**config.mk**
```make
export PLATFORM = sky130hd
export DESIGN_NAME = oid_arc_decoder
export DESIGN_NICKNAME = d
export VERILOG_FILES = /design/src/rtl/oid_arc_pkg.sv /design/src/rtl/oid_arc_step.sv /design/src/rtl/oid_arc_decoder.sv
export SDC_FILE = /design/constraint.sdc
export NUM_CORES = 1
export LEC_CHECK = 0
export BUFFER_PORTS_ARGS = -buffer_cell sky130_fd_sc_hd__buf_2
export CAP_MARGIN = 20
export CORE_ASPECT_RATIO = 1.2
export CORE_MARGIN = 1.5
export CORE_UTILIZATION = 60
export CTS_CLUSTER_DIAMETER = 150
export CTS_CLUSTER_SIZE = 12
export DETAILED_ROUTE_END_ITERATION = 10
export PLACE_DENSITY_LB_ADDON = 0.3
export SLEW_MARGIN = 30
export SYNTH_ARGS = -nofsm -noshare
export SYNTH_HDL_FRONTEND = slang
export SYNTH_HIERARCHICAL = 1
export SYNTH_SLANG_ARGS = --single-unit
export TNS_END_PERCENT = 5
```
**constraint.sdc**
```tcl
create_clock -name aclk -period 4.5 [get_ports aclk]
set_input_delay 0.9 -clock aclk [delete_from_list [all_inputs] [get_ports aclk]]
set_output_delay 0.9 -clock aclk [all_outputs]
set_load 0.01 [all_outputs]
```
**src/rtl/oid_arc_pkg.sv**
```systemverilog
// Shared types and constants for the OBJECT IDENTIFIER arc decoder.
// Used by oid_arc_step, oid_arc_decoder and oid_arc_checker; no dependencies.
package oid_arc_pkg;

    localparam int unsigned ARC_OUT_BITS = 32;
    localparam int unsigned GROUP_BITS   = 7;
    localparam int unsigned CONT_BIT     = 7;          // continuation flag position
    localparam logic [7:0]  FIRST_DIV    = 8'd40;
    localparam logic [7:0]  FIRST_DIV2   = 8'd80;

    typedef struct packed {
        logic [7:0] content_byte;
        logic       first_octet;
        logic       final_octet;
    } in_t;

    typedef struct packed {
        logic [ARC_OUT_BITS-1:0] arc_value;
        logic                    last_arc;
        logic                    arc_overflow;
        logic                    arc_truncated;
    } out_t;

    // Which of the two possible results one octet produces.
    typedef struct packed {
        logic emit0;
        logic emit1;
    } step_ctl_t;

endpackage

```
**src/rtl/oid_arc_step.sv**
```systemverilog
// Combinational decode of one content octet against the current arc state.
// Depends on oid_arc_pkg.
module oid_arc_step #(
    parameter int unsigned ARC_BITS = 32
) (
    input  oid_arc_pkg::in_t       in_data,
    input  logic [ARC_BITS-1:0]    acc,
    input  logic                   ovf,
    output oid_arc_pkg::step_ctl_t ctl,
    output oid_arc_pkg::out_t      res0,
    output oid_arc_pkg::out_t      res1,
    output logic [ARC_BITS-1:0]    acc_next,
    output logic                   ovf_next
);

    logic [ARC_BITS-1:0]                 acc_sh;
    logic                                ovf_sh;
    logic [oid_arc_pkg::ARC_OUT_BITS-1:0] arc_wide;
    logic [7:0]                          top_arc;
    logic [7:0]                          second_arc;

    assign acc_sh = {acc[ARC_BITS-oid_arc_pkg::GROUP_BITS-1:0],
                     in_data.content_byte[oid_arc_pkg::GROUP_BITS-1:0]};
    assign ovf_sh = ovf | (|acc[ARC_BITS-1 -: oid_arc_pkg::GROUP_BITS]);

    generate
        if (ARC_BITS >= oid_arc_pkg::ARC_OUT_BITS) begin : g_wide
            assign arc_wide = acc_sh[oid_arc_pkg::ARC_OUT_BITS-1:0];
        end else begin : g_narrow
            assign arc_wide = {{(oid_arc_pkg::ARC_OUT_BITS-ARC_BITS){1'b0}}, acc_sh};
        end
    endgenerate

    // First octet splits into two arcs per X.690.
    always_comb begin
        if (in_data.content_byte < oid_arc_pkg::FIRST_DIV) begin
            top_arc    = 8'd0;
            second_arc = in_data.content_byte;
        end else if (in_data.content_byte < oid_arc_pkg::FIRST_DIV2) begin
            top_arc    = 8'd1;
            second_arc = in_data.content_byte - oid_arc_pkg::FIRST_DIV;
        end else begin
            top_arc    = 8'd2;
            second_arc = in_data.content_byte - oid_arc_pkg::FIRST_DIV2;
        end
    end

    always_comb begin
        ctl      = '0;
        res0     = '0;
        res1     = '0;
        acc_next = '0;
        ovf_next = 1'b0;
        if (in_data.first_octet) begin
            ctl.emit0          = 1'b1;
            ctl.emit1          = 1'b1;
            res0.arc_value     = oid_arc_pkg::ARC_OUT_BITS'(top_arc);
            res1.arc_value     = oid_arc_pkg::ARC_OUT_BITS'(second_arc);
            res1.last_arc      = in_data.final_octet;
        end else if (!in_data.content_byte[oid_arc_pkg::CONT_BIT]) begin
            ctl.emit0          = 1'b1;
            res0.arc_value     = arc_wide;
            res0.last_arc      = in_data.final_octet;
            res0.arc_overflow  = ovf_sh;
        end else if (in_data.final_octet) begin
            ctl.emit0          = 1'b1;
            res0.arc_value     = arc_wide;
            res0.last_arc      = 1'b1;
            res0.arc_overflow  = ovf_sh;
            res0.arc_truncated = 1'b1;
        end else begin
            acc_next = acc_sh;
            ovf_next = ovf_sh;
        end
    end

endmodule

```
**src/rtl/oid_arc_decoder.sv**
```systemverilog
// Top level of the OBJECT IDENTIFIER arc decoder.
// Depends on oid_arc_pkg and oid_arc_step.
//
// Feed the content octets of a BER/DER OBJECT IDENTIFIER, one per transaction,
// on s_data, marking the first octet of each identifier with first_octet and
// the last with final_octet. Each decoded arc leaves as one transaction on
// m_data. The first octet yields two arcs (0, 1 or 2, then the remainder);
// later octets gather base-128 groups into an ARC_BITS accumulator and give an
// arc when an octet with a clear top bit arrives. Arcs wider than ARC_BITS
// keep their low bits and raise arc_overflow; an identifier ending inside an
// arc gives the partial arc with arc_truncated and last_arc set. An octet that
// produces zero or one arc retires once the result register can take any arc it
// gives, so a stream of them flows at one transaction per clock while m_ready is
// high; a first octet places its two arcs one after the other in the single output
// register. An accepted octet is first held in the input register; its first arc
// is then loaded into the result register, which drives m_valid, once it is free.
module oid_arc_decoder #(
    parameter int unsigned ARC_BITS = 32
) (
    input  logic              aclk,
    input  logic              aresetn,
    input  logic              s_valid,
    output logic              s_ready,
    input  oid_arc_pkg::in_t  s_data,
    output logic              m_valid,
    input  logic              m_ready,
    output oid_arc_pkg::out_t m_data
);

    // Input register.
    logic              in_valid_reg, in_valid_next;
    oid_arc_pkg::in_t  in_data_reg;

    // Arc state.
    logic [ARC_BITS-1:0] acc_reg, acc_next;
    logic                ovf_reg, ovf_next;

    // Set while the second arc of a first octet is still owed.
    logic phase_reg, phase_next;

    // Result register.
    logic              m_valid_reg, m_valid_next;
    oid_arc_pkg::out_t m_data_reg;

    oid_arc_pkg::step_ctl_t ctl;
    oid_arc_pkg::out_t      res0, res1;
    logic [ARC_BITS-1:0]    step_acc;
    logic                   step_ovf;
    logic                   out_free;
    logic                   load_out;
    logic                   consume;

    oid_arc_step #(
        .ARC_BITS (ARC_BITS)
    ) u_step (
        .in_data  (in_data_reg),
        .acc      (acc_reg),
        .ovf      (ovf_reg),
        .ctl      (ctl),
        .res0     (res0),
        .res1     (res1),
        .acc_next (step_acc),
        .ovf_next (step_ovf)
    );

    always_comb begin
        // The result register can take a new arc when empty or being drained.
        out_free = !m_valid_reg || m_ready;
        load_out = in_valid_reg && ctl.emit0 && out_free;
        // Retire the held octet once every arc it owes has been loaded.
        consume  = in_valid_reg &&
                   (!ctl.emit0 || (out_free && (!ctl.emit1 || phase_reg)));
        s_ready  = !in_valid_reg || consume;

        in_valid_next = s_ready ? s_valid : in_valid_reg;

        // Hold the arc state until the octet retires.
        acc_next = consume ? step_acc : acc_reg;
        ovf_next = consume ? step_ovf : ovf_reg;

        // Advance to the second arc after loading the first of a pair, and back after the second.
        phase_next = phase_reg;
        if (load_out && ctl.emit1) begin
            phase_next = !phase_reg;
        end

        if (load_out) begin
            m_valid_next = 1'b1;
        end else if (m_ready) begin
            m_valid_next = 1'b0;
        end else begin
            m_valid_next = m_valid_reg;
        end
    end

    always_ff @(posedge aclk) begin
        if (!aresetn) begin
            in_valid_reg <= 1'b0;
            acc_reg      <= '0;
            ovf_reg      <= 1'b0;
            phase_reg    <= 1'b0;
            m_valid_reg  <= 1'b0;
        end else begin
            in_valid_reg <= in_valid_next;
            acc_reg      <= acc_next;
            ovf_reg      <= ovf_next;
            phase_reg    <= phase_next;
            m_valid_reg  <= m_valid_next;
        end
    end

    // Payload registers need no reset.
    always_ff @(posedge aclk) begin
        if (s_valid && s_ready) begin
            in_data_reg <= s_data;
        end
        if (load_out) begin
            m_data_reg <= phase_reg ? res1 : res0;
        end
    end

    assign m_valid = m_valid_reg;
    assign m_data  = m_data_reg;

endmodule

```
# [Word-level counts from Yosys, hierarchy flattened]
# Index checks and enable logic that the tools add are counted.
[classes] n_mux=23 add_sub_neg=2 n_bitwise=2 magnitude_cmp=2 n_reduce_logical=19
[ops] cell="$mux W32" n=4
[ops] cell="$mux W35" n=2
[ops] cell="$mux W34" n=1
[ops] cell="$mux W8" n=3
[ops] cell="$mux W1" n=10
[ops] cell="$mux W9" n=1
[ops] cell="$lt A8 B6 Y1 const B" n=1
[ops] cell="$lt A8 B7 Y1 const B" n=1
[ops] cell="$sub A8 B6 Y8 const B" n=1
[ops] cell="$sub A8 B7 Y8 const B" n=1
[ops] cell="$reduce_or A7 Y1" n=1
[ops] cell="$logic_and A1 B1 Y1" n=6
[ops] cell="$logic_not A1 Y1" n=5
[ops] cell="$logic_or A1 B1 Y1" n=4
[ops] cell="$mux W3" n=1
[ops] cell="$reduce_or A3 Y1" n=1
[ops] cell="$mux W2" n=1
[ops] cell="$reduce_bool A2 Y1" n=1
[ops] cell="$reduce_or A2 Y1" n=1
[ops] cell="$not A1 Y1" n=1
[ops] cell="$or A1 B1 Y1" n=1
[word_totals] register_bits=81 output_inout_bits=37 inputBits=14

# [Longest topological paths before layout]
[depth] word_depth=8 depth_mapped=10

# [Cells and area by module]
# The synthesis kept the hierarchy.
[by_module_without_submodules] mod="oid_arc_decoder" n_inst=1 area_per_inst_um2=4246.6 cells_each=375 seq_area_each_um2=2072.0
[by_module_without_submodules] mod="oid_arc_step" n_inst=1 area_per_inst_um2=999.7 cells_each=152 seq_area_each_um2=0.0

# [Worst setup path before layout]
# Ideal clock, no wire load.
[synth_timing] path_type="reg2reg" startpoint="register in_data_reg[9] in the netlist's numbering" endpoint="register m_data_reg, in the netlist m_data[0], enable pin" path_stages_with_launch=8 setup_slack_ps=1290 t_arrival_ps=2779 required_ps=4069 setup_time_ps=431 path_cell_list="edfxtp_1 -> buf_6 -> nor3b_2 -> buf_2 -> inv_1 -> buf_2 -> nand2_1 -> nor2b_1"
[synth_rtl] item="from (decl)" line_no="oid_arc_decoder.sv:32" text="oid_arc_pkg::in_t in_data_reg;"
[synth_rtl] item="from (signal assigned)" line_no="oid_arc_decoder.sv:115" text="in_data_reg <= s_data;"
[synth_rtl] item="to (signal assigned)" line_no="oid_arc_decoder.sv:118" text="m_data_reg <= phase_reg ? res1 : res0;"
[synth_rtl] item="to (decl)" line_no="oid_arc_decoder.sv:43" text="oid_arc_pkg::out_t m_data_reg;"

==> run metrics <==
PwrDens between 200 and 300 nW/um2; setup ws final ~1500 ps; final setup fails 0; Worst Max-Slew Pin Slew 928 ps; flop2flop setup slack about 2000 ps; IO buf count 50; worst setup path class flip-flop to output port; Worst R2R Start in_data_reg[1]; async set-reset flop share out of synthesis 0%; Clock power frac 31.7%; # diodes 0; P_sw 432 uW; maximum number of pins on one net before global-route repair between 100 and 150; Final Cycle Share roughly 67%; Clk Latency, worst-skew pair ~380 ps; pins over their slew limit 0; Int Power between 1000 and 1500 uW; dpl hpwl between 6 and 7 mm; worst hold path type flip-flop to flip-flop; crit-path cells nor3b_2, buf_4, inv_1, nand2_1, a21o_1, buf_2; Largest register FFs 35; Num CTS Buffers 9; largest area contributor in the netlist edfxtp_1; RSZ-0062 raised after global routing no; Die Width between 80 and 90 um; CP max-delay cell edfxtp_1; required time of the critical path around 3600 ps; vias in the first global route ~3600; Synth Cell Area around 5200 um2; pre-CTS WS approximately 1900 ps; switch share between 20% and 30%; Worst EP arrival ~2100 ps; Netlist cell types 44; Worst Setup EP s_ready; # Post-CTS Setup Buffers 0; # DRC 0; first-pass GRT wire length 17.6 mm; max cap viols 0; CTS hold repair buffers 0; root buffer cell clkbuf_8; post_cts resized 0; Comb pwr share 13.5%; Leak Pwr 0.00245 uW; CP Max Fanout 30; share of the synthesized area in the top cell type between 20% and 30%; CP Launch Point in_data_reg[1]; Max Freq between 300 and 400 MHz; H-tree levels 3; initial drt markers slightly below 400; CP endpoint kind output port; reg2reg end acc_reg[0]; Initial Utilization around 60%; clk sinks 81; vias per inst between 6 and 7; P&R area growth vs syn 4.96%; Avg Synthesized Cell Area ~10 um2; synthesized instance count roughly 530; total power draw roughly 1500 uW; Post-DRT Antenna Nets 0; DP Cell Count around 650; drt pass-1 iters 5; clk_skew approximately 12 ps; Synth warnings 6; Main synth FF type edfxtp_1; Routed wire per std cell 16.6 um; crit-path max cell delay between 600 and 700 ps; R2R cell count 8; sequential area share after synthesis between 30% and 40%; final core occ roughly 65%; setup TNS 0 ps; Flop pwr share 54.8%; Final #Nets between 500 and 600; Final min period 3020 ps; Seq cells post-synth approximately 80; die area slightly above 9000 um2; Setup crit start kind flip-flop; core region area approximately 8500 um2; initial antenna violation count 0; Clock Tree Buf Depth 2; ratio of cells with drive above 1 in the final layout approximately 28%; Die H between 100 and 150 um; # IOs 51; GRT Total Usage approximately a quarter; GRT overflow 0; Post-synth EDFFs 45; fill count between 700 and 800; final hold vios 0; Synth area leaders edfxtp_1, dfxtp_1, and2_1; vias 3973; gpl congestion between 0.8 and 0.9; # rows 37; Slew HR between 30% and 40%; Routed WL around 11 mm; worst vdd ir around 0.17 mV; CTS tree built; Reg clk slew, reported paths about 80 ps; status completed; Non-Filler Instances approximately 660
[kinds of logic (layout without fill, tap and decap cells)]
kind of cell	count (synthesis)	in the layout	share of synthesized area [%]
other cells	1	26	0.0715
mux	37	37	7.89
fa+ha+maj	4	4	0.954
buf+inv	91	84	10.0
simple gates	225	225	26.8
compound gates	88	88	14.8
flops	81	81	39.5
[worst max-delay path, delay by kind of cell (launching register included)]
family | cells | cell delay (ps)
DFF | 1 | 650
buffers and inverters | 3 | 510
and+or+nand+nor | 2 | 430
AOI/OAI and AO/OA | 1 | 140
[synth_stat cells, drive strengths merged, types with 2 or more instances]
library cell  count
a21boi            2
a21o              2
a21oi             5
a31oi            34
and2             65
and3             33
and3b            33
buf              56
clkbuf           26
dfxtp            36
edfxtp           45
ha                4
inv               9
mux2             35
mux2i             2
nand2             5
nand2b            3
nand3            66
nor2              7
nor2b             5
nor3              2
nor3b             3
o211ai           35
o21ai             2
or4               2
[worst min-delay path by stage]
stage          slack [ps]          end  depth (start not counted)         from
6_report              510  acc_reg[26]                          2  acc_reg[26]
5_1_grt               540  acc_reg[29]                          2  acc_reg[29]
4_1_cts               510  acc_reg[26]                          2  acc_reg[26]
3_5_place_dp          500  acc_reg[26]                          2  acc_reg[26]
3_3_place_gp          490  acc_reg[28]                          2  acc_reg[28]
2_1_floorplan         480      ovf_reg                          2      ovf_reg
[stage by stage]
| step | hold slack, ps | cell area, um2 |
|---|---|---|
| 2_1_floorplan | 480 | 5340 |
| 5_1_grt | 540 | 5510 |
| 3_3_place_gp | 489 | 5340 |
| 6_report | 513 | 5510 |
| 3_5_place_dp | 501 | 5340 |
| 4_1_cts | 514 | 5510 |
[power groups by stage]
stage | Sequential (uW) | Clock (uW) | Combinational, uW
final | 829 | 480 | 204
after global routing | 832 | 513 | 222
after CTS | 829 | 485 | 203
after detailed placement | 846 | 0 | 202
after global placement | 845 | 0 | 197
after floorplan | 850 | 0 | 168
[placed cells by master, fill, tap and decap left out, drive strengths merged]
master     n
and3b     33
nand2b     3
a2111oi    1
a211oi     1
nor2b      5
edfxtp    45
nor2       7
o21bai     1
nand3     66
a21boi     2
o22ai      1
and2      65
dfxtp     36
buf       59
a22o       1
nor3b      3
o21ai      2
mux2i      2
mux2      35
clkinvlp   2
nand2      5
o211ai    35
clkinv     5
a21oi      5
o21a       1
a211o      1
or4        2
inv        9
o31ai      1
a31oi     34
a21o       2
ha         4
and3      33
nor3       2
clkbuf     9
conb      26
nand4      1
[cell type report]
type	instances	area [um2]	share of cell area [%]
multi-input combinational	380	2750	50.0
sequential	81	2070	37.7
timing repair buffer	59	330	6.00
clock inverter	7	47.5	0.863
clock buffer	9	124	2.25
tap	117	146	2.66
inverter	9	33.8	0.613
[layer usage]
| metal | vias up | global-route usage, % | part of all wire, % |
|---|---|---|---|
| met5 | - | 0 | 0 |
| met4 | 0 | 10.3 | 2.2 |
| met3 | 20 | 4.46 | 4.6 |
| met2 | 111 | 37.3 | 49 |
| met1 | 1946 | 34.0 | 44 |
| li1 | 1896 | - | - |
No activity file was read; power rests on OpenSTA's default activity.
